File: config.mk
export PLATFORM = sky130hd
export DESIGN_NAME = indexed_ordered_list_engine
export DESIGN_NICKNAME = d
export VERILOG_FILES = /design/src/sv/ioe_pkg.sv /design/src/sv/ioe_ctrl.sv /design/src/sv/ioe_dpath.sv /design/src/sv/indexed_ordered_list_engine.sv
export SDC_FILE = /design/constraint.sdc
export NUM_CORES = 2
export LEC_CHECK = 0
export BUFFER_PORTS_ARGS = -buffer_cell sky130_fd_sc_hd__buf_2
export CORE_ASPECT_RATIO = 0.6
export CORE_MARGIN = 3
export CORE_UTILIZATION = 40
export CTS_BUF_LIST = sky130_fd_sc_hd__clkbuf_2 sky130_fd_sc_hd__clkbuf_4 sky130_fd_sc_hd__clkbuf_8
export DETAILED_ROUTE_END_ITERATION = 8
export SLEW_MARGIN = 20
export SYNTH_ARGS = -nofsm -noshare
export SYNTH_HDL_FRONTEND = slang
export SYNTH_SLANG_ARGS = --single-unit
File: constraint.sdc
create_clock -name clk -period 7.1 [get_ports clk]
set_clock_uncertainty 0.2 [all_clocks]
set_input_delay 1.42 -clock clk [delete_from_list [all_inputs] [get_ports clk]]
set_output_delay 1.42 -clock clk [all_outputs]
set_load 0.005 [all_outputs]
File: src/sv/ioe_pkg.sv
// Shared types and constants for the indexed ordered list engine.
// Used by ioe_ctrl, ioe_dpath and indexed_ordered_list_engine; no dependencies.
package ioe_pkg;

  // Default number of elements the list can hold.
  localparam int CAPACITY_DEF = 16;

  typedef enum logic [2:0] {
    ACT_INS_HEAD = 3'd0,
    ACT_INS_TAIL = 3'd1,
    ACT_INS_IDX  = 3'd2,
    ACT_REM_HEAD = 3'd3,
    ACT_REM_TAIL = 3'd4,
    ACT_REM_IDX  = 3'd5,
    ACT_DUMP     = 3'd6,
    ACT_NOP      = 3'd7
  } action_t;

  typedef enum logic [1:0] {
    ST_OK     = 2'd0,
    ST_BOUNDS = 2'd1,
    ST_EMPTY  = 2'd2,
    ST_FULL   = 2'd3
  } status_t;

  typedef struct packed {
    action_t            action;
    logic [4:0]         position;
    logic signed [31:0] value;
  } cmd_t;

  typedef struct packed {
    status_t            status;
    logic signed [31:0] element;
    logic               has_element;
    logic [4:0]         entries;
    logic               last;
  } rsp_t;

  typedef enum logic {
    CS_IDLE,
    CS_DUMP
  } ctl_state_t;

  // Commands from the controller to the datapath.
  typedef struct packed {
    logic exec;        // carry out the accepted command and load its result
    logic dump_start;  // load the dump counter with the element count
    logic dump_step;   // emit the head element and rotate the list by one
  } dp_ctl_t;

  // Status from the datapath to the controller.
  typedef struct packed {
    logic out_free;    // result register can take a new beat this cycle
    logic count_zero;  // list holds no elements
    logic dump_last;   // the next dump beat is the final one
  } dp_sts_t;

endpackage

File: src/sv/ioe_ctrl.sv
// Controller state machine of the indexed ordered list engine.
// Depends on ioe_pkg for the state, command and status types.
module ioe_ctrl (
  input  logic              clk,
  input  logic              rst,
  input  logic              cmd_valid,
  input  ioe_pkg::action_t  action,
  output logic              cmd_stall,
  output ioe_pkg::dp_ctl_t  ctl,
  input  ioe_pkg::dp_sts_t  sts
);

  ioe_pkg::ctl_state_t state, state_next;

  always_ff @(posedge clk) begin
    if (rst) begin
      state <= ioe_pkg::CS_IDLE;
    end else begin
      state <= state_next;
    end
  end

  always_comb begin
    state_next = state;
    ctl        = '0;
    cmd_stall  = 1'b1;
    unique case (state)
      ioe_pkg::CS_IDLE: begin
        cmd_stall = !sts.out_free;
        if (cmd_valid && sts.out_free) begin
          // A dump of a non-empty list walks the elements; anything else
          // finishes in the accepting cycle.
          if (action == ioe_pkg::ACT_DUMP && !sts.count_zero) begin
            ctl.dump_start = 1'b1;
            state_next     = ioe_pkg::CS_DUMP;
          end else begin
            ctl.exec = 1'b1;
          end
        end
      end
      ioe_pkg::CS_DUMP: begin
        if (sts.out_free) begin
          ctl.dump_step = 1'b1;
          if (sts.dump_last) begin
            state_next = ioe_pkg::CS_IDLE;
          end
        end
      end
      default: begin
        state_next = ioe_pkg::CS_IDLE;
      end
    endcase
  end

endmodule

File: src/sv/ioe_dpath.sv
// Datapath of the indexed ordered list engine: shift array, count and result register.
// Depends on ioe_pkg for the payload, command and status types.
module ioe_dpath #(
  parameter int CAPACITY = ioe_pkg::CAPACITY_DEF
) (
  input  logic              clk,
  input  logic              rst,
  input  ioe_pkg::cmd_t     cmd,
  input  ioe_pkg::dp_ctl_t  ctl,
  output ioe_pkg::dp_sts_t  sts,
  output logic              rsp_valid,
  input  logic              rsp_stall,
  output ioe_pkg::rsp_t     rsp
);

  localparam int CNT_W = $clog2(CAPACITY + 1);
  localparam int CMP_W = (CNT_W > 5) ? CNT_W : 5;

  logic [31:0]      store [CAPACITY];
  logic [CNT_W-1:0] count, count_next;
  logic [CNT_W-1:0] remaining;

  logic [CMP_W-1:0] pos_c, cnt_c, cap_c, tgt, cnt_m1;
  logic             is_ins, is_rem, do_ins, do_rem;
  ioe_pkg::status_t status;

  assign pos_c  = CMP_W'(cmd.position);
  assign cnt_c  = CMP_W'(count);
  assign cap_c  = CMP_W'(CAPACITY);
  assign cnt_m1 = cnt_c - CMP_W'(1);

  // Decode the command into a target index and a status.
  always_comb begin
    is_ins = 1'b0;
    is_rem = 1'b0;
    tgt    = '0;
    status = ioe_pkg::ST_OK;
    unique case (cmd.action)
      ioe_pkg::ACT_INS_HEAD: begin
        is_ins = 1'b1;
      end
      ioe_pkg::ACT_INS_TAIL: begin
        is_ins = 1'b1;
        tgt    = cnt_c;
      end
      ioe_pkg::ACT_INS_IDX: begin
        is_ins = 1'b1;
        tgt    = pos_c;
      end
      ioe_pkg::ACT_REM_HEAD: begin
        is_rem = 1'b1;
      end
      ioe_pkg::ACT_REM_TAIL: begin
        is_rem = 1'b1;
        tgt    = cnt_m1;
      end
      ioe_pkg::ACT_REM_IDX: begin
        is_rem = 1'b1;
        tgt    = pos_c;
      end
      ioe_pkg::ACT_DUMP, ioe_pkg::ACT_NOP: begin
        is_ins = 1'b0;
      end
    endcase
    if (is_ins) begin
      if (tgt > cnt_c) begin
        status = ioe_pkg::ST_BOUNDS;
      end else if (cnt_c >= cap_c) begin
        status = ioe_pkg::ST_FULL;
      end
    end else if (is_rem) begin
      // An empty list fails head and tail removal as empty; an index
      // removal past the end fails as out of bounds.
      if (count == '0 || tgt >= cnt_c) begin
        status = (cmd.action == ioe_pkg::ACT_REM_IDX) ? ioe_pkg::ST_BOUNDS
                                                      : ioe_pkg::ST_EMPTY;
      end
    end
  end

  assign do_ins = ctl.exec && is_ins && status == ioe_pkg::ST_OK;
  assign do_rem = ctl.exec && is_rem && status == ioe_pkg::ST_OK;

  always_comb begin
    count_next = count;
    if (do_ins) begin
      count_next = count + CNT_W'(1);
    end else if (do_rem) begin
      count_next = count - CNT_W'(1);
    end
  end

  // Each entry sees its neighbors and entry 0: insert shifts up, remove shifts
  // down, and a dump step rotates the occupied part down by one.
  for (genvar g = 0; g < CAPACITY; g++) begin : g_entry
    localparam logic [CMP_W-1:0] GI = CMP_W'(g);
    logic [31:0] prv, nxt;
    if (g > 0) begin : g_prv
      assign prv = store[g-1];
    end else begin : g_prv0
      assign prv = store[g];
    end
    if (g < CAPACITY - 1) begin : g_nxt
      assign nxt = store[g+1];
    end else begin : g_nxt_end
      assign nxt = store[g];
    end
    always_ff @(posedge clk) begin
      if (do_ins) begin
        if (GI > tgt) begin
          store[g] <= prv;
        end else if (GI == tgt) begin
          store[g] <= cmd.value;
        end
      end else if (do_rem) begin
        if (GI >= tgt) begin
          store[g] <= nxt;
        end
      end else if (ctl.dump_step) begin
        if (GI == cnt_m1) begin
          store[g] <= store[0];
        end else if (GI < cnt_m1) begin
          store[g] <= nxt;
        end
      end
    end
  end

  always_ff @(posedge clk) begin
    if (rst) begin
      count     <= '0;
      remaining <= '0;
      rsp_valid <= 1'b0;
    end else begin
      count <= count_next;
      if (ctl.dump_start) begin
        remaining <= count;
      end else if (ctl.dump_step) begin
        remaining <= remaining - CNT_W'(1);
      end
      if (ctl.exec || ctl.dump_step) begin
        rsp_valid <= 1'b1;
      end else if (!rsp_stall) begin
        rsp_valid <= 1'b0;
      end
    end
  end

  always_ff @(posedge clk) begin
    if (ctl.exec) begin
      rsp.status      <= status;
      rsp.element     <= '0;
      rsp.has_element <= 1'b0;
      rsp.entries     <= 5'(count_next);
      rsp.last        <= 1'b1;
    end else if (ctl.dump_step) begin
      rsp.status      <= ioe_pkg::ST_OK;
      rsp.element     <= store[0];
      rsp.has_element <= 1'b1;
      rsp.entries     <= 5'(count);
      rsp.last        <= (remaining == CNT_W'(1));
    end
  end

  assign sts.out_free   = !rsp_valid || !rsp_stall;
  assign sts.count_zero = (count == '0);
  assign sts.dump_last  = (remaining == CNT_W'(1));

endmodule

File: src/sv/indexed_ordered_list_engine.sv
// Indexed ordered list engine: a bounded ordered list of signed 32-bit values.
// An accepted command's result is registered and offered as a beat in the next cycle; a
// dump of N > 0 elements first loads its counter, then sends one beat per cycle while the
// receiver does not stall. Throughput: one command per cycle while the receiver does not
// stall; a dump holds off new commands until its last beat is loaded.
// Reset clears the count and handshake state; entry contents are left as they are.
module indexed_ordered_list_engine #(
  parameter int CAPACITY = ioe_pkg::CAPACITY_DEF
) (
  input  logic          clk,
  input  logic          rst,
  input  logic          cmd_valid,
  output logic          cmd_stall,
  input  ioe_pkg::cmd_t cmd,
  output logic          rsp_valid,
  input  logic          rsp_stall,
  output ioe_pkg::rsp_t rsp
);

  // The controller decides, beat by beat, whether the datapath executes an
  // accepted command, starts a dump or emits the next dumped element. The
  // datapath reports back whether its result register is free, whether the
  // list is empty and whether the current dump beat is the final one.
  ioe_pkg::dp_ctl_t ctl;
  ioe_pkg::dp_sts_t sts;

  // The controller only runs the state machine and the input handshake.
  ioe_ctrl u_ctrl (
    .clk       (clk),
    .rst       (rst),
    .cmd_valid (cmd_valid),
    .action    (cmd.action),
    .cmd_stall (cmd_stall),
    .ctl       (ctl),
    .sts       (sts)
  );

  // The datapath holds the entries as a shift array, so every insert and
  // remove completes in the cycle that accepts it. A dump rotates the
  // occupied entries through the head and restores the original order once
  // all elements have been sent. The result register decouples the two
  // channels, so a new command is taken in the cycle its predecessor's
  // beat leaves.
  ioe_dpath #(
    .CAPACITY (CAPACITY)
  ) u_dpath (
    .clk       (clk),
    .rst       (rst),
    .cmd       (cmd),
    .ctl       (ctl),
    .sts       (sts),
    .rsp_valid (rsp_valid),
    .rsp_stall (rsp_stall),
    .rsp       (rsp)
  );

endmodule

==> impl_metrics.csv <==
group,metric,value,unit
power,p_sw_frac,0.327,
power,ir_drop,0.137,mV
drt,postRouteAntennaNets,0,
setup_path,rr_worst_depth,16,
timing,setup-tns-final,0,ps
power,combPwrFrac,0.225,
timing,worstMarginPinSlew,1110,ps
logic_synthesis,yosysMostFrequentCell,"nand2_1",
floorplan,dieWidth,371,um
logic_synthesis,synth.avg_cell_area,10.2,um^2
setup_path,critPathKind,"reg2reg",
placement,globalplace.congestion,0.917,
global_route,grt_pass1_wl,189,mm
timing,clock.fmax,0.163,GHz
setup_path,cp_data_arrival_time,6390,ps
setup_path,cp_data_required_time,7370,ps
timing,finalSetupViolCount,0,
timing,whs,255,ps
power,pwr-share-seq,0.470,
global_route,grt_start_max_net_pins,65,
global_route,grt_pass1_vias,27500,
placement,hpwl,79.4,mm
drt,drc,0,
cells_and_area,stdcell_count,4227,
logic_synthesis,synth_area_leader_cell,"edfxtp_1",
cts,clk_latency,770,ps
global_route,antenna_found_initial,4,
logic_synthesis,synth_nets,3195,
timing,maxSlewViolCount,0,
min_path,min_path_cells,2,
power,p_per_area,273,nW/um^2
cts,clock_path_buffers,3,
cells_and_area,fin_util,0.456,
timing,rsz0062_at_grt,"no",
logic_synthesis,synth_area_leaders,"edfxtp_1 49%, nand2_1 7.3%, mux2i_1 5.7%",
cts,clk_pin_slew,60,ps
logic_synthesis,ys.flop_type,"edfxtp_1",
logic_synthesis,yosys.area.top_type_share,0.488,
drt,avgViaCountPerCell,6.85,
floorplan,fp-row-count,79,
cts,root_buffer,"clkbuf_8",
power,p_int,6.56,mW
floorplan,ios,87,
logic_synthesis,synth_edf_count,519,
min_path,hold_path.class,"reg2reg",
floorplan,core-area,78300,um^2
setup_path,cp-end-kind,"register",
drt,routedWlPerCell,31.1,um
placement,port_buffers,86,
logic_synthesis,async_flop_share,0,
setup_path,cp-start-kind,"register",
cells_and_area,drive_above_1_share,0.187,
logic_synthesis,ys_seq_elements,565,
power,p_clk_frac,0.304,
logic_synthesis,yosysWarningCount,0,
drt,wirelength,132,mm
global_route,track_usage,0.306,
timing,finalCriticalPeriod,6120,ps
cts,cts.sinks,565,
cts,postCtsSetupBuffers,0,
logic_synthesis,synth_seq_area_share,0.516,
cts,h-tree-depth,3,
timing,max_slew_margin,0.262,
timing,final-hold-violation-count,0,
cts,cts_resized,0,
cts,cts_tree,"done",
drt,drt_pass1_iterations,8,
cells_and_area,nets,3152,
cts,cts_buffers,87,
cts,hold_buffers,0,
logic_synthesis,synth_cell_types,88,
status,outcome,"complete, no violations",
global_route,gr-total-overflow,0,
drt,first_iter_violations,5376,
cells_and_area,area.growth.synth_to_final,11.7,%
flow_run,maxCapViolCount,0,
floorplan,initial_core_util,0.408,
logic_synthesis,synthTopCellsByCount,"619 x nand2_1, 519 x edfxtp_1, 235 x clkbuf_1",
floorplan,die_area,83500,um^2
drt,vias,28900,
logic_synthesis,synthCells,3140,
power,leakage,13.4,nW
placement,dpl.cell_count,4059,
setup_path,critPathMaxFanout,31,
timing,period_share,0.862,
floorplan,die_y,225,um
logic_synthesis,syn_area,32000,um^2
power,power.switching,3.18,mW
registers in the layout, indices dropped and copies added (netlist names):
| signal | flops |
|---|---|
| u_ctrl.state | 1 |
| u_dpath.remaining | 5 |
| u_dpath.store | 512 |
| u_dpath.rsp | 41 |
| u_dpath.cnt_c | 5 |
| u_dpath.rsp_valid | 1 |
power by group through the flow:
| stage | combinational, mW | sequential (mW) | clock [mW] |
|---|---|---|---|
| global route | 2.32 | 4.61 | 3.14 |
| floorplan | 1.35 | 4.50 | 0 |
| finish | 2.19 | 4.58 | 2.96 |
| global placement | 2.04 | 4.61 | 0 |
| detailed placement | 2.11 | 4.62 | 0 |
| CTS | 2.12 | 4.56 | 2.98 |
worst paths after layout:
check,slack [ps],end,startpoint
worst max register to register,980,u_dpath.store[0][215],u_dpath.cnt_c[1]
worst min-delay path,250,u_dpath.rsp[35],u_dpath.rsp[35]
worst min register to register,250,u_dpath.rsp[35],u_dpath.rsp[35]
worst max-delay path,980,u_dpath.store[0][215],u_dpath.cnt_c[1]
layout make-up:
| type | count | area, um^2 |
|---|---|---|
| repair buffers | 206 | 1570 |
| multi-input cells | 2198 | 14300 |
| diodes | 5 | 12.5 |
| inverters | 39 | 149 |
| clock buffers | 139 | 1660 |
| well taps | 1053 | 1320 |
| clock inverters | 22 | 146 |
| fillers | 7315 | 42600 |
| flip-flops and latches | 565 | 16500 |
cell usage in the layout (no fill, tap or decap), types with 101 or more instances in the layout:
cell      synthesis  layout
o21ai_0         111     105
nor2_1          176     172
buf_4            17     101
a21oi_1         160     157
a221o_1         116     116
edfxtp_1        519     519
o22ai_1         130     127
mux2i_1         182     182
nand2_1         619     615
worst max-delay path: stages (launching register included):
cell,delay [ps]
dfxtp_1,470
inv_1,250
ha_1,510
nor3b_1,590
mux2i_1,270
and2_1,180
inv_2,120
ha_1,340
a21oi_1,130
o21ai_0,150
buf_4,190
o2bb2ai_1,330
nand4_2,510
buf_4,370
o32ai_4,270
or2_2,710
o21ai_0,240
through the flow:
stage / power, mW / cell area (um^2) / setup WS (ps)
after floorplan: 5.85 / 32000 / -452
after global placement: 6.65 / 33800 / 811
after detailed placement: 6.73 / 33800 / 694
after CTS: 9.65 / 35600 / 1020
after global routing: 10.1 / 35700 / 608
final: 9.74 / 35700 / 977
cells by family after synthesis:
group,Yosys count,share of synthesized area
AO/OA/AOI/OAI,904,0.206
XOR/XNOR,8,0.00219
adder cells (fa/ha/maj),11,0.00431
buffers and inverters,377,0.0501
flip-flops,565,0.516
multiplexers,251,0.0834
AND/OR/NAND/NOR,1024,0.138
metal layers:
metal | track usage | share of wire
met1 | 0.455 | 0.42
met2 | 0.393 | 0.38
met3 | 0.130 | 0.17
met4 | 0.0993 | 0.034
met5 | 0.00679 | 0.00063
(Power assumes the default switching activity.)
